--- config.mk ---
export PLATFORM = sky130hd
export DESIGN_NAME = tcw_cursor
export DESIGN_NICKNAME = d
export VERILOG_FILES = /design/src/rtl/core/tcw_pkg.sv /design/src/rtl/core/tcw_cursor.sv
export SDC_FILE = /design/constraint.sdc
export NUM_CORES = 1
export LEC_CHECK = 0
export BUFFER_PORTS_ARGS = -buffer_cell sky130_fd_sc_hd__buf_2
export CAP_MARGIN = 20
export CORE_MARGIN = 5
export CORE_UTILIZATION = 45
export DETAILED_ROUTE_END_ITERATION = 6
export PLACE_DENSITY = 0.73
export SYNTH_ARGS = -nofsm -noshare
export SYNTH_HDL_FRONTEND = slang
export SYNTH_SLANG_ARGS = --single-unit
export TNS_END_PERCENT = 20
--- constraint.sdc ---
create_clock -name vclk -period 6.85
set_clock_uncertainty 0.2 [all_clocks]
set_input_delay 1.0275 -clock vclk [all_inputs]
set_output_delay 1.0275 -clock vclk [all_outputs]
set_load 0.005 [all_outputs]
--- src/rtl/core/tcw_pkg.sv ---
// shared types and codes of the text console writer
package tcw_pkg;

   // request action codes
   localparam logic [1:0] ACT_PUT   = 2'd0;
   localparam logic [1:0] ACT_CLEAR = 2'd1;
   localparam logic [1:0] ACT_READ  = 2'd2;

   // control characters and fixed cell values
   localparam logic [7:0] CH_BACKSPACE = 8'd8;
   localparam logic [7:0] CH_TAB       = 8'd9;
   localparam logic [7:0] CH_NEWLINE   = 8'd10;
   localparam logic [7:0] CH_BLANK     = 8'h20;
   localparam int         TAB_STEP     = 4;

   // register indexes of the csr port
   localparam logic REG_BACKGROUND = 1'b0;
   localparam logic REG_FOREGROUND = 1'b1;

   // what a put request does to the screen store
   typedef struct packed {
      logic write_cell;
      logic scroll;
   } put_ctl_type;

endpackage

--- src/rtl/core/tcw_cursor.sv ---
// cursor update of a put request: control characters, wrap and scroll decision
module tcw_cursor #(
   parameter int SCREEN_ROWS = 25,
   parameter int SCREEN_COLS = 80,
   parameter int ROW_W       = $clog2(SCREEN_ROWS + 1),
   parameter int COL_W       = $clog2(SCREEN_COLS + 1)
) (
   input  logic [ROW_W-1:0]     row,
   input  logic [COL_W-1:0]     col,
   input  logic [7:0]           char_code,
   output logic [ROW_W-1:0]     row_next,
   output logic [COL_W-1:0]     col_next,
   output logic [ROW_W-1:0]     put_row,
   output logic [COL_W-1:0]     put_col,
   output tcw_pkg::put_ctl_type ctl
);
   import tcw_pkg::*;

   logic [ROW_W-1:0] row_adv;
   logic [COL_W:0]   tab_sum;
   logic             wrap;
   logic [ROW_W-1:0] wrap_row;
   logic [COL_W-1:0] wrap_col;

   // row advance saturates one past the last row
   assign row_adv  = (row < ROW_W'(SCREEN_ROWS)) ? row + ROW_W'(1) : row;
   assign tab_sum  = {1'b0, col} + (COL_W+1)'(TAB_STEP);
   assign wrap     = (col >= COL_W'(SCREEN_COLS));
   assign wrap_row = wrap ? row_adv : row;
   assign wrap_col = wrap ? '0 : col;

   always_comb begin
      row_next       = row;
      col_next       = col;
      put_row        = wrap_row;
      put_col        = wrap_col;
      ctl.write_cell = 1'b0;
      ctl.scroll     = 1'b0;
      priority if (char_code == CH_NEWLINE) begin
         row_next = row_adv;
         col_next = '0;
      end else if (char_code == CH_TAB) begin
         col_next = (tab_sum > (COL_W+1)'(SCREEN_COLS)) ?
                    COL_W'(SCREEN_COLS) : tab_sum[COL_W-1:0];
      end else if (char_code == CH_BACKSPACE) begin
         col_next = (col != '0) ? col - COL_W'(1) : col;
      end else begin
         ctl.write_cell = 1'b1;
         if (wrap_row >= ROW_W'(SCREEN_ROWS)) begin
            ctl.scroll = 1'b1;
            put_row    = ROW_W'(SCREEN_ROWS - 1);
         end
         row_next = put_row;
         col_next = wrap_col + COL_W'(1);
      end
   end

endmodule

==> results by group, run 1 <==
Outcome
  – Status: finished clean

Clock network
  – Post-CTS setup buffer count: 0
  – PostCTS Resize Cnt: 0
  – Hold-fix buffers, CTS: 0

Die
  – Die Ht: 59.5 um
  – DIE AREA: 3540 um2
  – FP Rows: 18
  – I/O pin total: 46
  – Die width: 59.5 um
  – Core area: 2410 um2
  – Starting Density: 0.457

Cells and area
  – Most frequent cells in the layout: buf_2, nor2_1, nand2_1
  – Layout area overhead: 19.9%
  – Commonest non-fill, non-tap cell in the layout: buf_2
  – FF+latch count: 0
  – Clkbuf count: 0
  – FILL cells: 238
  – Antenna diodes: 0
  – Layout cell share with drive strength beyond 1: 0.293
  – Register area: 0 um2
  – Fin nets: 227
  – Area taken by multi-input logic gates: 1020 um2

GRT
  – Global-route wire length before repair: 5460 um
  – Initial antenna violation count: 0
  – Layer with the highest usage: met2
  – M3 GR Usage: 0.0109
  – Grt met1 use: 0.246
  – GR Overflow Total: 0
  – GRT Overall Usage: 0.186
  – Largest net degree at the start of global routing: 17
  – GR Util met2: 0.337
  – Number of global-route vias before repair: 1245

Setup path
  – Setup CP Type: in2out
  – CP Data Required Time: 5.62 ns
  – Arr. time, crit path: 2.95 ns
  – Setup crit end kind: primary output
  – Critical path startpoint category: primary input
  – Crit Path Max Fanout: 7

Pwr
  – Static Leakage: 0.614 nW
  – PD cells: 58.5 nW/um2
  – Pwr Total: 77.3 uW
  – VDD IR max: 0.0329 mV

Placed design
  – Worst slack, placed: 2.68 ns
  – DP HPWL: 2630 um
  – I/O Buffers: 46
  – Gpl congestion: 0.870

Timing
  – Hold Fails Final Rpt: 0
  – Worst Hold Margin: 2.23 ns
  – Post-layout minimum cycle time: 4.17 ns
  – Fmax: 0.240 GHz
  – Final worst setup slack: 2.68 ns
  – Tightest Pin Transition: 0.565 ns
  – Setup TNS: 0 ns
  – Relative slew margins: 0.618
  – Setup violations, final: 0
  – Max Slew Vio Count: 0
  – RSZ-0062 raised after global routing: no
  – Fin crit share: 0.609

Drt
  – Post-DRT Antenna Nets: 0
  – Routed wire per std cell: 14.6 um
  – Vias: 1393
  – 1st-pass router iterations: 4
  – Post-route DRC: 0
  – Final WL: 3320 um
  – DR vias/cell: 6.11
  – DR iter-0 viols: 63

Synth
  – Syn nets: 190
  – Synth cell types: 50
  – Netlist Area Pre-Place: 1100 um2
  – Mapped Avg Cell Area: 6.75 um2
  – Sequential share of the synthesized area: 0
  – Ys Warns: 0
  – Mapped Cells: 163

Run
  – Max Cap Violations: 0

Hold path
  – HP Class: in2out
[stage by stage]
| step | area (um2) | utilization | cells |
|---|---|---|---|
| CTS | 1320 | 0.548 | 228 |
| global route | 1320 | 0.548 | 228 |
| global placement | 1320 | 0.548 | 228 |
| detailed placement | 1320 | 0.548 | 228 |
| finish | 1320 | 0.548 | 228 |
| floorplan | 1100 | - | 163 |
[per-layer routing]
layer / share of wire / wire length (um)
met3: 0.046 / 154
met4: 0.0021 / 7
met5: 0 / 0
met1: 0.44 / 1460
met2: 0.51 / 1700
[critical path, stage by stage]
cell      delay (ns)
buf_2           0.10
or4_4           0.58
or3_1           0.50
o21a_1          0.19
nand2b_1        0.09
mux2_2          0.33
buf_2           0.12
[cells in the mapped netlist, types with 2 or more instances]
master     instances  area, um2
a41oi_1            3       26.3
nand2b_1           4       25.0
and2_1             2       12.5
or3_1              5       31.3
a22o_1             2       17.5
inv_1              9       33.8
mux2_2             3       33.8
o31a_1             2       17.5
xor2_1             3       26.3
or4_4              2       22.5
xnor2_1            6       52.6
nor2b_1            3       18.8
nor3_1             5       25.0
nor2_1            15       56.3
nand3_1            8       40.0
ha_1               7       87.6
a21oi_1            9       45.0
mux2i_1            2       20.0
a41o_1             3       30.0
o21a_1             6       45.0
a31oi_1            6       37.5
nand3b_1           2       15.0
clkbuf_1          10       37.5
nand2_1           12       45.0
a2111oi_0          2       17.5
o21ai_0            8       40.0
[final timing paths]
kind,start,end,cells after the start
worst max-delay path,char_code[5],row_next[3],7
worst min-delay path,row[4],put_row[4],3
[power breakdown]
part           internal (mW)  leakage, nW  total, mW  switching [mW]
sequential                 0            0          0               0
combinational         0.0334        0.614     0.0773          0.0439
clock                      0            0          0               0
total                 0.0334        0.614     0.0773          0.0439
[cell families after synthesis]
group,share of synthesized area
buf+inv,0.0750
xor+xnor,0.0716
fa+ha+maj,0.0795
compound gates,0.352
mux,0.0489
simple gates,0.373
[final cells by class]
class                      instances  area share
multi-input combinational        143       0.772
timing repair buffer              46       0.174
inverter                           9      0.0256
tap                               30      0.0284
Note: power is estimated with default switching activity, not from simulation.
==> run 2, diff against run 1 <==
==> constraint.sdc (replaced) <==
create_clock -name vclk -period 4.1
set_clock_uncertainty 0.2 [all_clocks]
set_input_delay 0.615 -clock vclk [all_inputs]
set_output_delay 0.615 -clock vclk [all_outputs]
set_load 0.005 [all_outputs]
==> run 2 against run 1 <==
Global-route usage is 0.49 points higher. Die area unchanged. Power up 68%. First-iteration DRC count decreased by 37%. Cell count unchanged. Critical path type unchanged. Highest routed layer unchanged.
==> results by group, run 2 (synthesized netlist as in run 1, its figures left out) <==
Setup path
  – Critical path startpoint category: primary input
  – CP Data Required Time: 3.28 ns (-2.34 ns)
  – Setup CP Type: in2out
  – Slowest-stage cell, CP: or4_4
  – Cell mode on critical path: buf_2
  – Setup crit end kind: primary output
  – Worst path max stage delay: 0.59 ns (about the same)
  – Crit-path cells: buf_2 -> or4_4 -> or3_1 -> o21a_1 -> nand2b_1 -> mux2_2 -> buf_2
  – Arr. time, crit path: 2.54 ns (-0.41 ns)
  – Crit Path Max Fanout: 7 (unchanged)

Timing
  – Fmax: 0.298 GHz
  – Post-layout minimum cycle time: 3.35 ns
  – Worst Hold Margin: 1.41 ns (-0.824 ns)
  – Final worst setup slack: 0.750 ns (-1.93 ns)
  – Fin crit share: 0.817
  – Setup violations, final: 0 (unchanged)
  – Hold Fails Final Rpt: 0 (unchanged)
  – Max Slew Vio Count: 0 (unchanged)
  – Relative slew margins: 0.610 (-0.00842)
  – Setup TNS: 0 ns (unchanged)
  – Tightest Pin Transition: 0.578 ns (+0.0125 ns)
  – RSZ-0062 raised after global routing: no

Die
  – Core area: 2410 um2 (unchanged)
  – Die Ht: 59.5 um (unchanged)
  – DIE AREA: 3540 um2 (unchanged)
  – FP Rows: 18 (unchanged)
  – Starting Density: 0.457 (unchanged)
  – I/O pin total: 46 (unchanged)
  – Die width: 59.5 um (unchanged)

Placed design
  – DP HPWL: 2660 um (+1.4%)
  – Gpl congestion: 0.870 (about the same)
  – I/O Buffers: 46 (unchanged)
  – Worst slack, placed: 0.746 ns (-1.93 ns)

Drt
  – Final WL: 3340 um (+0.54%)
  – DR vias/cell: 6.06 (-0.79%)
  – Routed wire per std cell: 14.7 um (+0.54%)
  – 1st-pass router iterations: 4 (unchanged)
  – Post-route DRC: 0 (unchanged)
  – DR iter-0 viols: 40 (-37%)
  – Vias: 1382 (-0.79%)
  – Post-DRT Antenna Nets: 0 (unchanged)

Clock network
  – Post-CTS setup buffer count: 0 (unchanged)
  – Hold-fix buffers, CTS: 0 (unchanged)
  – PostCTS Resize Cnt: 0 (unchanged)

Cells and area
  – FF+latch count: 0 (unchanged)
  – Fin nets: 227 (unchanged)
  – Commonest non-fill, non-tap cell in the layout: buf_2
  – Layout cell share with drive strength beyond 1: 0.293 (unchanged)
  – Antenna diodes: 0 (unchanged)
  – Area taken by multi-input logic gates: 1020 um2 (unchanged)
  – Most frequent cells in the layout: buf_2, nor2_1, nand2_1
  – Register area: 0 um2 (unchanged)
  – FILL cells: 238 (unchanged)
  – Layout area overhead: 19.9% (unchanged)
  – Clkbuf count: 0 (unchanged)

Pwr
  – PD cells: 98.2 nW/um2 (+68%)
  – Static Leakage: 0.614 nW (unchanged)
  – Part of the power in combinational logic: 1.000 (about the same)
  – Sequential share of power: 0 (unchanged)
  – NetSw: 73.7 uW (+68%)
  – Internal power: 55.8 uW (+67%)
  – Switching share of power: 0.569 (+0.00133)
  – Part of the power in the clock network: 0 (unchanged)
  – VDD IR max: 0.0562 mV (+71%)

GRT
  – Largest net degree at the start of global routing: 17 (unchanged)
  – Global-route wire length before repair: 5620 um (+2.9%)
  – GRT Overall Usage: 0.191 (+0.00489)
  – Number of global-route vias before repair: 1288 (+3.5%)
  – Initial antenna violation count: 0 (unchanged)
  – GR Overflow Total: 0 (unchanged)

Outcome
  – Status: finished clean

Hold path
  – HP Start: row[4]
  – Hold depth: 3 (unchanged)
  – Min-Delay Endpoint: put_row[4]
  – HP Class: in2out

Run
  – Max Cap Violations: 0 (unchanged)
run 2: cell counts in the layout (fill, tap and decap cells not counted):
Identical to the previous run, type by type.
run 2: how the worst max path moves through the flow:
stage,startpoint,end,slack (ns),cells past startpoint
after floorplan,char_code[5],row_next[3],1.06,6
after global placement,char_code[5],row_next[3],0.79,7
after detailed placement,char_code[5],row_next[3],0.75,7
after CTS,char_code[5],row_next[3],0.75,7
after global routing,col[6],col_next[2],0.65,8
final,char_code[5],row_next[3],0.75,7
run 2: routing by layer:
layer	vias up	part of all wire	routed length, um	track usage
met5	-	0	0	0
met4	0	0.0045	15	0.0227
met3	2	0.064	215	0.00654
met2	49	0.49	1650	0.334
met1	642	0.44	1460	0.265
li1	689	-	-	-
run 2: critical path: cells and delay by family:
kind                   cells  cell delay, ns
multiplexers               1            0.32
AND/OR/NAND/NOR            3            1.18
buffers and inverters      2            0.22
AO/OA/AOI/OAI              1            0.20
run 2: metrics by stage:
step / std cells / instance area (um2) / util / power, mW
2_1_floorplan: 163 / 1100 / - / 0.0820
3_3_place_gp: 228 / 1320 / 0.548 / 0.126
3_5_place_dp: 228 / 1320 / 0.548 / 0.128
4_1_cts: 228 / 1320 / 0.548 / 0.129
5_1_grt: 228 / 1320 / 0.548 / 0.144
6_report: 228 / 1320 / 0.548 / 0.130
run 2: area by class of cell:
cell class / instances / area share
inverter: 9 / 0.0256
multi-input combinational: 143 / 0.772
tap: 30 / 0.0284
timing repair buffer: 46 / 0.174
run 2: power groups by stage:
| stage | Sequential [mW] | Clock, mW | Combinational, mW |
|---|---|---|---|
| 3_3_place_gp | 0 | 0 | 0.126 |
| 3_5_place_dp | 0 | 0 | 0.128 |
| 2_1_floorplan | 0 | 0 | 0.0820 |
| 6_report | 0 | 0 | 0.130 |
| 5_1_grt | 0 | 0 | 0.144 |
| 4_1_cts | 0 | 0 | 0.129 |
